`config.mk`:
```
export PLATFORM = sky130hd
export DESIGN_NAME = humidity_hysteresis_controller_unit_flat
export DESIGN_NICKNAME = d
export VERILOG_FILES = /design/src/hdl/hhc_pkg.sv /design/src/hdl/hhc_req_if.sv /design/src/hdl/hhc_rsp_if.sv /design/src/hdl/hhc_cfg_if.sv /design/src/hdl/hhc_cfg_regs.sv /design/src/hdl/hhc_core.sv /design/src/hdl/humidity_hysteresis_controller_unit.sv /design/src/flat_wrapper.sv
export SDC_FILE = /design/constraint.sdc
export NUM_CORES = 1
export LEC_CHECK = 0
export ABC_AREA = 1
export BUFFER_PORTS_ARGS = -buffer_cell sky130_fd_sc_hd__buf_2
export CAP_MARGIN = 5
export CORE_MARGIN = 2
export CORE_UTILIZATION = 50
export DETAILED_ROUTE_END_ITERATION = 6
export PLACE_DENSITY_LB_ADDON = 0.08
export SLEW_MARGIN = 20
export SYNTH_ARGS = -nofsm -noshare
export SYNTH_HDL_FRONTEND = slang
export SYNTH_SLANG_ARGS = --single-unit
```
`constraint.sdc`:
```
create_clock -name clk -period 6.8 [get_ports clk]
set_clock_uncertainty 0.15 [all_clocks]
set_input_delay 0 -clock clk [delete_from_list [all_inputs] [get_ports clk]]
set_output_delay 0 -clock clk [all_outputs]
set_load 0.03 [all_outputs]
```
`src/hdl/hhc_pkg.sv`:
```
package hhc_pkg;

    localparam int unsigned IntervalWidth = 22;
    localparam int unsigned TimeWidth     = 32;
    localparam int unsigned HourWidth     = 5;
    localparam int unsigned HumWidth      = 10;
    localparam int unsigned BandWidth     = 8;
    localparam int unsigned ErrWidth      = 8;
    localparam int unsigned CfgIdxWidth   = 3;
    localparam int unsigned CfgDataWidth  = 22;

    typedef enum logic [CfgIdxWidth-1:0] {
        REG_FAST_INTERVAL = 3'd0,
        REG_SLOW_INTERVAL = 3'd1,
        REG_WINDOW_START  = 3'd2,
        REG_WINDOW_END    = 3'd3,
        REG_HUMIDITY_LOW  = 3'd4,
        REG_HUMIDITY_HIGH = 3'd5,
        REG_HYST_BAND     = 3'd6,
        REG_ERROR_LIMIT   = 3'd7
    } cfg_index_t;

    localparam logic [IntervalWidth-1:0] FastIntervalReset = 22'd3000;
    localparam logic [IntervalWidth-1:0] SlowIntervalReset = 22'd600000;
    localparam logic [HourWidth-1:0]     WindowStartReset  = 5'd10;
    localparam logic [HourWidth-1:0]     WindowEndReset    = 5'd21;
    localparam logic [HumWidth-1:0]      HumidityLowReset  = 10'd400;
    localparam logic [HumWidth-1:0]      HumidityHighReset = 10'd700;
    localparam logic [BandWidth-1:0]     HystBandReset     = 8'd50;
    localparam logic [ErrWidth-1:0]      ErrorLimitReset   = 8'd10;
    localparam logic [ErrWidth-1:0]      ErrMax            = 8'hFF;

    typedef struct packed {
        logic [IntervalWidth-1:0] fast_interval_ms;
        logic [IntervalWidth-1:0] slow_interval_ms;
        logic [HourWidth-1:0]     window_start_hour;
        logic [HourWidth-1:0]     window_end_hour;
        logic [HumWidth-1:0]      humidity_low;
        logic [HumWidth-1:0]      humidity_high;
        logic [BandWidth-1:0]     hysteresis_band;
        logic [ErrWidth-1:0]      error_limit;
    } cfg_t;

    typedef struct packed {
        logic [TimeWidth-1:0] now_ms;
        logic [HourWidth-1:0] clock_hour;
        logic                 master_enable;
        logic                 led_enable;
        logic                 pump_enable;
        logic                 fan_enable;
        logic                 read_ok;
        logic [HumWidth-1:0]  humidity_reading;
    } item_t;

    typedef struct packed {
        logic led_on;
        logic pump_on;
        logic fan_on;
        logic sample_taken;
        logic read_failed;
        logic fast_blink;
        logic fault;
        logic fast_rate;
    } result_t;

endpackage

```
`src/hdl/hhc_req_if.sv`:
```
interface hhc_req_if;
    logic                            valid;
    logic                            ready;
    logic [hhc_pkg::TimeWidth-1:0]   now_ms;
    logic [hhc_pkg::HourWidth-1:0]   clock_hour;
    logic                            master_enable;
    logic                            led_enable;
    logic                            pump_enable;
    logic                            fan_enable;
    logic                            read_ok;
    logic [hhc_pkg::HumWidth-1:0]    humidity_reading;

    modport source (
        output valid, now_ms, clock_hour, master_enable, led_enable,
               pump_enable, fan_enable, read_ok, humidity_reading,
        input  ready
    );
    modport sink (
        input  valid, now_ms, clock_hour, master_enable, led_enable,
               pump_enable, fan_enable, read_ok, humidity_reading,
        output ready
    );
endinterface

```
`src/hdl/hhc_rsp_if.sv`:
```
interface hhc_rsp_if;
    logic valid;
    logic ready;
    logic led_on;
    logic pump_on;
    logic fan_on;
    logic sample_taken;
    logic read_failed;
    logic fast_blink;
    logic fault;
    logic fast_rate;

    modport source (
        output valid, led_on, pump_on, fan_on, sample_taken, read_failed,
               fast_blink, fault, fast_rate,
        input  ready
    );
    modport sink (
        input  valid, led_on, pump_on, fan_on, sample_taken, read_failed,
               fast_blink, fault, fast_rate,
        output ready
    );
endinterface

```
`src/hdl/hhc_cfg_if.sv`:
```
interface hhc_cfg_if;
    logic                                valid;
    logic                                ready;
    logic [hhc_pkg::CfgIdxWidth-1:0]     index;
    logic [hhc_pkg::CfgDataWidth-1:0]    data;

    modport source (
        output valid, index, data,
        input  ready
    );
    modport sink (
        input  valid, index, data,
        output ready
    );
endinterface

```
`src/hdl/hhc_cfg_regs.sv`:
```
module hhc_cfg_regs (
    input  logic                 clk,
    input  logic                 rst_n,
    hhc_cfg_if.sink              cfg,
    output hhc_pkg::cfg_t        cfg_out
);

    hhc_pkg::cfg_t cfg_reg;

    assign cfg.ready = 1'b1;
    assign cfg_out   = cfg_reg;

    always_ff @(posedge clk or negedge rst_n)
    begin
        if (!rst_n)
        begin
            cfg_reg.fast_interval_ms  <= hhc_pkg::FastIntervalReset;
            cfg_reg.slow_interval_ms  <= hhc_pkg::SlowIntervalReset;
            cfg_reg.window_start_hour <= hhc_pkg::WindowStartReset;
            cfg_reg.window_end_hour   <= hhc_pkg::WindowEndReset;
            cfg_reg.humidity_low      <= hhc_pkg::HumidityLowReset;
            cfg_reg.humidity_high     <= hhc_pkg::HumidityHighReset;
            cfg_reg.hysteresis_band   <= hhc_pkg::HystBandReset;
            cfg_reg.error_limit       <= hhc_pkg::ErrorLimitReset;
        end
        else if (cfg.valid)
        begin
            unique case (hhc_pkg::cfg_index_t'(cfg.index))
                hhc_pkg::REG_FAST_INTERVAL:
                    cfg_reg.fast_interval_ms  <= cfg.data[hhc_pkg::IntervalWidth-1:0];
                hhc_pkg::REG_SLOW_INTERVAL:
                    cfg_reg.slow_interval_ms  <= cfg.data[hhc_pkg::IntervalWidth-1:0];
                hhc_pkg::REG_WINDOW_START:
                    cfg_reg.window_start_hour <= cfg.data[hhc_pkg::HourWidth-1:0];
                hhc_pkg::REG_WINDOW_END:
                    cfg_reg.window_end_hour   <= cfg.data[hhc_pkg::HourWidth-1:0];
                hhc_pkg::REG_HUMIDITY_LOW:
                    cfg_reg.humidity_low      <= cfg.data[hhc_pkg::HumWidth-1:0];
                hhc_pkg::REG_HUMIDITY_HIGH:
                    cfg_reg.humidity_high     <= cfg.data[hhc_pkg::HumWidth-1:0];
                hhc_pkg::REG_HYST_BAND:
                    cfg_reg.hysteresis_band   <= cfg.data[hhc_pkg::BandWidth-1:0];
                hhc_pkg::REG_ERROR_LIMIT:
                    cfg_reg.error_limit       <= cfg.data[hhc_pkg::ErrWidth-1:0];
                default:
                    cfg_reg <= cfg_reg;
            endcase
        end
    end

endmodule

```
`src/hdl/hhc_core.sv`:
```
module hhc_core (
    input  logic                 clk,
    input  logic                 rst_n,
    input  logic                 fire,
    input  hhc_pkg::item_t       item,
    input  hhc_pkg::cfg_t        cfg,
    output hhc_pkg::result_t     result
);

    logic                            pump_reg, pump_next;
    logic                            fan_reg, fan_next;
    logic                            retry_reg, retry_next;
    logic [hhc_pkg::ErrWidth-1:0]    errors_reg, errors_next;
    logic [hhc_pkg::TimeWidth-1:0]   last_time_reg, last_time_next;
    logic                            first_due_reg, first_due_next;
    logic [hhc_pkg::HumWidth-1:0]    humidity_reg, humidity_next;
    logic                            blink_reg, blink_next;
    logic                            fault_reg, fault_next;

    logic                            in_window;
    logic                            fast;
    logic [hhc_pkg::IntervalWidth-1:0] interval;
    logic [hhc_pkg::TimeWidth-1:0]   elapsed;
    logic                            due;
    logic [hhc_pkg::HumWidth-1:0]    hum_use;
    logic signed [11:0]              h_s;
    logic signed [11:0]              lo_s;
    logic signed [11:0]              lo_off_s;
    logic signed [11:0]              hi_on_s;
    logic                            led;
    logic                            sampled;
    logic                            failed;
    logic                            fast_out;

    assign in_window = (item.clock_hour >= cfg.window_start_hour)
                    && (item.clock_hour < cfg.window_end_hour);
    assign fast      = pump_reg || fan_reg || retry_reg;
    assign interval  = fast ? cfg.fast_interval_ms : cfg.slow_interval_ms;
    assign elapsed   = item.now_ms - last_time_reg;
    assign due       = first_due_reg
                    || (elapsed >= {{(hhc_pkg::TimeWidth-hhc_pkg::IntervalWidth){1'b0}},
                                    interval});
    assign hum_use   = (due && item.read_ok) ? item.humidity_reading : humidity_reg;
    assign h_s       = $signed({2'b00, hum_use});
    assign lo_s      = $signed({2'b00, cfg.humidity_low});
    assign lo_off_s  = $signed({2'b00, cfg.humidity_high}) - $signed({4'b0000, cfg.hysteresis_band});
    assign hi_on_s   = $signed({2'b00, cfg.humidity_high}) + $signed({4'b0000, cfg.hysteresis_band});

    always_comb
    begin
        pump_next      = pump_reg;
        fan_next       = fan_reg;
        retry_next     = retry_reg;
        errors_next    = errors_reg;
        last_time_next = last_time_reg;
        first_due_next = first_due_reg;
        humidity_next  = humidity_reg;
        blink_next     = blink_reg;
        fault_next     = fault_reg;
        led            = 1'b0;
        sampled        = 1'b0;
        failed         = 1'b0;
        fast_out       = retry_reg;

        priority if (fault_reg)
        begin
            fast_out = 1'b1;
        end
        else if (!item.master_enable)
        begin
            pump_next = 1'b0;
            fan_next  = 1'b0;
        end
        else if (!in_window)
        begin
            led       = item.led_enable;
            pump_next = 1'b0;
            fan_next  = 1'b0;
        end
        else
        begin
            led      = item.led_enable;
            fast_out = fast;
            if (due)
            begin
                sampled        = 1'b1;
                last_time_next = item.now_ms;
                first_due_next = 1'b0;
            end
            if (due && !item.read_ok)
            begin
                failed      = 1'b1;
                errors_next = (errors_reg == hhc_pkg::ErrMax) ? errors_reg
                                                               : errors_reg + 1'b1;
                blink_next  = 1'b1;
                retry_next  = 1'b1;
                pump_next   = 1'b0;
                fan_next    = 1'b0;
                fault_next  = (errors_next >= cfg.error_limit);
            end
            else
            begin
                if (due)
                begin
                    humidity_next = item.humidity_reading;
                    errors_next   = '0;
                    retry_next    = 1'b0;
                    blink_next    = 1'b0;
                end
                priority if (!item.pump_enable) pump_next = 1'b0;
                else if (h_s < lo_s)            pump_next = 1'b1;
                else if (h_s > lo_off_s)        pump_next = 1'b0;
                else                            pump_next = pump_reg;
                priority if (!item.fan_enable)  fan_next = 1'b0;
                else if (h_s > hi_on_s)         fan_next = 1'b1;
                else if (h_s <= lo_off_s)       fan_next = 1'b0;
                else                            fan_next = fan_reg;
            end
        end
    end

    always_comb
    begin
        result.led_on       = led;
        result.pump_on      = pump_next && !fault_reg;
        result.fan_on       = fan_next && !fault_reg;
        result.sample_taken = sampled;
        result.read_failed  = failed;
        result.fast_blink   = blink_next || fault_reg;
        result.fault        = fault_next;
        result.fast_rate    = fast_out;
    end

    always_ff @(posedge clk or negedge rst_n)
    begin
        if (!rst_n)
        begin
            pump_reg      <= 1'b0;
            fan_reg       <= 1'b0;
            retry_reg     <= 1'b0;
            errors_reg    <= '0;
            last_time_reg <= '0;
            first_due_reg <= 1'b1;
            blink_reg     <= 1'b0;
            fault_reg     <= 1'b0;
        end
        else if (fire)
        begin
            pump_reg      <= pump_next;
            fan_reg       <= fan_next;
            retry_reg     <= retry_next;
            errors_reg    <= errors_next;
            last_time_reg <= last_time_next;
            first_due_reg <= first_due_next;
            blink_reg     <= blink_next;
            fault_reg     <= fault_next;
        end
    end

    always_ff @(posedge clk)
    begin
        if (fire)
        begin
            humidity_reg <= humidity_next;
        end
    end

endmodule

```
`src/hdl/humidity_hysteresis_controller_unit.sv`:
```
// An accepted input word is registered in item_reg, its result word in result_reg.
// Throughput: one word per cycle; the input register, one pass of compare
// logic and the result register set it, and a stalled result holds the pass.
// Reset: rst_n, asynchronous, active low; clears both pipeline valids, the
// controller state and loads the register defaults. Stored humidity is not reset.
module humidity_hysteresis_controller_unit (
    input  logic        clk,
    input  logic        rst_n,
    hhc_req_if.sink     req,
    hhc_rsp_if.source   rsp,
    hhc_cfg_if.sink     cfg
);

    hhc_pkg::cfg_t     cfg_val;
    hhc_pkg::item_t    item_reg;
    logic              item_valid_reg;
    hhc_pkg::result_t  result;
    hhc_pkg::result_t  result_reg;
    logic              result_valid_reg;
    logic              advance;
    logic              fire;

    assign advance   = !result_valid_reg || rsp.ready;
    assign fire      = advance && item_valid_reg;
    assign req.ready = !item_valid_reg || advance;

    hhc_cfg_regs u_cfg (
        .clk     (clk),
        .rst_n   (rst_n),
        .cfg     (cfg),
        .cfg_out (cfg_val)
    );

    hhc_core u_core (
        .clk    (clk),
        .rst_n  (rst_n),
        .fire   (fire),
        .item   (item_reg),
        .cfg    (cfg_val),
        .result (result)
    );

    // hold the input word until the pass can move it on
    always_ff @(posedge clk or negedge rst_n)
    begin
        if (!rst_n)
        begin
            item_valid_reg   <= 1'b0;
            result_valid_reg <= 1'b0;
        end
        else
        begin
            if (req.ready)
            begin
                item_valid_reg <= req.valid;
            end
            if (advance)
            begin
                result_valid_reg <= item_valid_reg;
            end
        end
    end

    always_ff @(posedge clk)
    begin
        if (req.valid && req.ready)
        begin
            item_reg.now_ms           <= req.now_ms;
            item_reg.clock_hour       <= req.clock_hour;
            item_reg.master_enable    <= req.master_enable;
            item_reg.led_enable       <= req.led_enable;
            item_reg.pump_enable      <= req.pump_enable;
            item_reg.fan_enable       <= req.fan_enable;
            item_reg.read_ok          <= req.read_ok;
            item_reg.humidity_reading <= req.humidity_reading;
        end
        if (fire)
        begin
            result_reg <= result;
        end
    end

    assign rsp.valid        = result_valid_reg;
    assign rsp.led_on       = result_reg.led_on;
    assign rsp.pump_on      = result_reg.pump_on;
    assign rsp.fan_on       = result_reg.fan_on;
    assign rsp.sample_taken = result_reg.sample_taken;
    assign rsp.read_failed  = result_reg.read_failed;
    assign rsp.fast_blink   = result_reg.fast_blink;
    assign rsp.fault        = result_reg.fault;
    assign rsp.fast_rate    = result_reg.fast_rate;

endmodule

```
`src/flat_wrapper.sv`:
```
// flat-port wrapper written by rule: the top's interface ports become plain ports
module humidity_hysteresis_controller_unit_flat 
  (clk, rst_n, req_valid, req_now_ms, req_clock_hour, req_master_enable, req_led_enable, req_pump_enable, req_fan_enable, req_read_ok, req_humidity_reading, req_ready, rsp_valid, rsp_led_on, rsp_pump_on, rsp_fan_on, rsp_sample_taken, rsp_read_failed, rsp_fast_blink, rsp_fault, rsp_fast_rate, rsp_ready, cfg_valid, cfg_index, cfg_data, cfg_ready);
  hhc_req_if req_i ();
  hhc_rsp_if rsp_i ();
  hhc_cfg_if cfg_i ();
  input  logic clk;
  input  logic rst_n;
  input wire logic [$bits(req_i.valid)-1:0] req_valid;
  input wire logic [$bits(req_i.now_ms)-1:0] req_now_ms;
  input wire logic [$bits(req_i.clock_hour)-1:0] req_clock_hour;
  input wire logic [$bits(req_i.master_enable)-1:0] req_master_enable;
  input wire logic [$bits(req_i.led_enable)-1:0] req_led_enable;
  input wire logic [$bits(req_i.pump_enable)-1:0] req_pump_enable;
  input wire logic [$bits(req_i.fan_enable)-1:0] req_fan_enable;
  input wire logic [$bits(req_i.read_ok)-1:0] req_read_ok;
  input wire logic [$bits(req_i.humidity_reading)-1:0] req_humidity_reading;
  output wire logic [$bits(req_i.ready)-1:0] req_ready;
  output wire logic [$bits(rsp_i.valid)-1:0] rsp_valid;
  output wire logic [$bits(rsp_i.led_on)-1:0] rsp_led_on;
  output wire logic [$bits(rsp_i.pump_on)-1:0] rsp_pump_on;
  output wire logic [$bits(rsp_i.fan_on)-1:0] rsp_fan_on;
  output wire logic [$bits(rsp_i.sample_taken)-1:0] rsp_sample_taken;
  output wire logic [$bits(rsp_i.read_failed)-1:0] rsp_read_failed;
  output wire logic [$bits(rsp_i.fast_blink)-1:0] rsp_fast_blink;
  output wire logic [$bits(rsp_i.fault)-1:0] rsp_fault;
  output wire logic [$bits(rsp_i.fast_rate)-1:0] rsp_fast_rate;
  input wire logic [$bits(rsp_i.ready)-1:0] rsp_ready;
  input wire logic [$bits(cfg_i.valid)-1:0] cfg_valid;
  input wire logic [$bits(cfg_i.index)-1:0] cfg_index;
  input wire logic [$bits(cfg_i.data)-1:0] cfg_data;
  output wire logic [$bits(cfg_i.ready)-1:0] cfg_ready;
  assign req_i.valid = req_valid;
  assign req_i.now_ms = req_now_ms;
  assign req_i.clock_hour = req_clock_hour;
  assign req_i.master_enable = req_master_enable;
  assign req_i.led_enable = req_led_enable;
  assign req_i.pump_enable = req_pump_enable;
  assign req_i.fan_enable = req_fan_enable;
  assign req_i.read_ok = req_read_ok;
  assign req_i.humidity_reading = req_humidity_reading;
  assign req_ready = req_i.ready;
  assign rsp_valid = rsp_i.valid;
  assign rsp_led_on = rsp_i.led_on;
  assign rsp_pump_on = rsp_i.pump_on;
  assign rsp_fan_on = rsp_i.fan_on;
  assign rsp_sample_taken = rsp_i.sample_taken;
  assign rsp_read_failed = rsp_i.read_failed;
  assign rsp_fast_blink = rsp_i.fast_blink;
  assign rsp_fault = rsp_i.fault;
  assign rsp_fast_rate = rsp_i.fast_rate;
  assign rsp_i.ready = rsp_ready;
  assign cfg_i.valid = cfg_valid;
  assign cfg_i.index = cfg_index;
  assign cfg_i.data = cfg_data;
  assign cfg_ready = cfg_i.ready;
  humidity_hysteresis_controller_unit u_core (.clk(clk), .rst_n(rst_n), .req(req_i), .rsp(rsp_i), .cfg(cfg_i));
endmodule
```
==> impl_results.md <==
* Main synth FF type: dfrtp_1
* Placed cell areas at 0.0134 mm2
* I/O pins at 93
* Hold Worst Slack at 25.7 ps
* Share of cells above drive strength 1 at 13.0%
* RSZ-0062 raised after global routing: false
* First-pass GRT wire length at about 50 mm
* Top cells by area, synth: dfrtp_1 (21%), edfxtp_1 (17%), nand2_1 (13%)
* Final ANT Viol Nets at 0
* Reg area at between 0.005 and 0.006 mm2
* Antenna violations before repair at 0
* Final hold violation count at 0
* Slew @ Worst Pin at approximately 950 ps
* Setup WS post-layout at approximately 1500 ps
* Maximum clock insertion buffer count at 3
* DR pass1 iterations at 6
* F_max at approximately 0.19 GHz
* Largest net degree at the start of global routing at 77
* Avg WL per Cell at roughly 15 um
* Total setup buffers inserted after CTS at 0
* Number of synthesized flops with an enable pin at 70
* CTS buffer count at 25
* Ys async rst share at 66.3%
* Final Cycle Share at 78.3%
* Hold path cells at 2
* Clk_lat worst skew at 530 ps
* Slowest cell delay on critical path at 430 ps
* Crit Reg-Reg Endpoint: u_core.rsp.pump_on
* Vias in the first global route at 9948
* #FFs+latches synth at between 200 and 250
* Leading area contributor after synthesis: dfrtp_1
* Hold buffer count at cts at 98
* Post-Syn Area at ~0.013 mm2
* Crit end category: flip-flop
* Required time worst endpoint at between 6000 and 7000 ps
* Number of nets in the layout at 1915
* Area of the multi-input gates at 0.00592 mm2
* Row count at 58
* Syn-to-layout area delta at 21.9%
* Antenna Cells at 0
* H-tree levels at 1
* Arrival @ worst endpoint at 5450 ps
* Setup violation total in the final timing report at 0
* DRC at 0
* Mapped Cells at around 1500
* Worst-case reg-to-reg path depth at 32
* DP HPWL at around 22 mm
* TritonCTS clock tree: built
* Die Y at about 160 um
* Maximum vdd drop at around 0.00021 V
* CP Launch Point: u_core.item_reg[20]
* Crit-path slowest cell: fa_1
* Period minus WS final at 5320 ps
* DIE WIDTH at approximately 160 um
* End of the critical path: u_core.rsp.pump_on
* Syn nets at 1716
* Startpoint types: flip-flop
* Synth cell types at 52
* GRT overflow at 0
* Worst Path Class, Setup: reg -> reg
* Pleak at 7.86 nW
* Status: completed
* Reg2reg start: u_core.item_reg[20]
* Post-place setup slack at 1510 ps
* Sum of negative setup slack at 0 ps
* Max reg flops at 90
* Clock Tree Root: clkbuf_16
* GPL Wtd Cong at between 0.9 and 1
* Post-Syn Area per Cell at between 8 and 9 um2
* Max-slew headroom at about 36%
* Vias per inst at just under 5
* Power per cell area at about 250 mW/mm2
* Worst-path clk slew at 60 ps
* Fillers at 2204
* Top cell by count, worst path: nand2_1
* GRT Total Usage at approximately a quarter
* Die area at 0.0264 mm2
* Sequential fraction of the synthesis area at 44.6%
* Hold crit path type: in -> reg
* Core area at 0.0249 mm2
* Design area at ~0.015 mm2
* Initial Utilization at about half
* Port buffer count at 91
* WL final at just over 30 mm
* Post_cts resized at 0
* Initial DRC count at 658
* Reg2Reg Setup Slack at ~1500 ps
* Util after Layout at about three fifths
* Slew Limit Fails at 0
* Yosys warns at 0
* Max Cap Violations at 0
* # clock sinks at 208
* CP Max Fanout at 10
* Yosys top cell area share at between 20% and 30%
* DR vias at between 10000 and 15000
==> routing by layer <==
metal | wire length [um] | GRT usage [%] | part of all wire [%]
met2 | 14200 | 39.9 | 47
met1 | 14000 | 32.3 | 46
met3 | 1200 | 2.70 | 3.9
met5 | 0 | 0 | 0
met4 | 1040 | 7.68 | 3.4
==> cell type report <==
class | instances | share of cell area [%]
inverters | 256 | 6.27
clock inverters | 10 | 0.711
flip-flops and latches | 208 | 36.6
well taps | 330 | 2.70
repair buffers | 197 | 9.93
clock buffers | 35 | 5.21
multi-input cells | 1031 | 38.6
==> how the worst min path moves through the flow <==
stage	from	endpoint
after floorplan	rst_n	u_core.item_valid_reg
after global placement	rst_n	u_core.u_cfg.cfg_out[8]
after detailed placement	rst_n	u_core.u_cfg.cfg_out[16]
after CTS	req_now_ms[29]	u_core.item_reg[49]
after global routing	req_now_ms[14]	u_core.item_reg[34]
final	req_now_ms[24]	u_core.item_reg[44]
==> Yosys cell counts, drive strengths merged (2+ instances only) <==
master and number:
o21a 2, nor3 14, clkbuf 22, or2 2, nand3 49, o21bai 17, nor4 4, nand4 10
nor3b 2, buf 3, fa 3, dfrtp 103, a211o 2, o21ai 142, mux2i 21, a21oi 60
edfxtp 70, o22ai 4, dfstp 35, a211oi 3, xor2 35, xnor2 6, ha 111, nand2 444
nand3b 4, a31oi 4, nor2 84, inv 255
==> where the power goes <==
part           internal (mW)  switching (mW)
sequential              1.46          0.0827
clock                  0.895           0.539
combinational          0.364           0.524
total                   2.72            1.15
==> worst max-delay path: cells and delay by family (launching register included) <==
family	cells	cell delay (ps)
xor+xnor	1	190
compound gates	5	1110
fa+ha+maj	4	1090
flops	1	360
buf+inv	4	330
simple gates	18	1840
==> placed cells by master, fill, tap and decap left out, types with 8 or more instances in the layout <==
cell / netlist / routed
a21oi_1: 59 / 59
buf_2: 0 / 90
buf_4: 1 / 8
clkbuf_16: 0 / 29
dfrtp_1: 103 / 103
dfstp_2: 35 / 35
dlygate4sd3_1: 0 / 97
edfxtp_1: 70 / 70
ha_1: 111 / 111
inv_1: 251 / 250
mux2i_1: 21 / 21
nand2_1: 427 / 426
nand2_2: 17 / 18
nand3_1: 47 / 47
nand4_1: 10 / 10
nor2_1: 74 / 73
nor2_2: 9 / 9
nor3_1: 13 / 13
o21ai_0: 139 / 139
o21bai_1: 17 / 17
xor2_1: 35 / 35
==> logic make-up after synthesis <==
logic type,count (synthesis),synth area share (%)
flip-flops,208,44.6
AND/OR/NAND/NOR,615,20.5
buffers and inverters,281,8.43
AO/OA/AOI/OAI,238,10.3
other,1,0.0299
adder cells (fa/ha/maj),114,11.5
multiplexers,22,1.76
XOR/XNOR,41,2.86
==> stage by stage <==
step | cells | power [mW]
finish | 2067 | 3.87
global route | 2067 | 4.11
CTS | 2067 | 3.90
detailed placement | 1924 | 2.40
global placement | 1924 | 2.39
floorplan | 1520 | 2.16
Note: power is estimated with default switching activity, not from simulation.
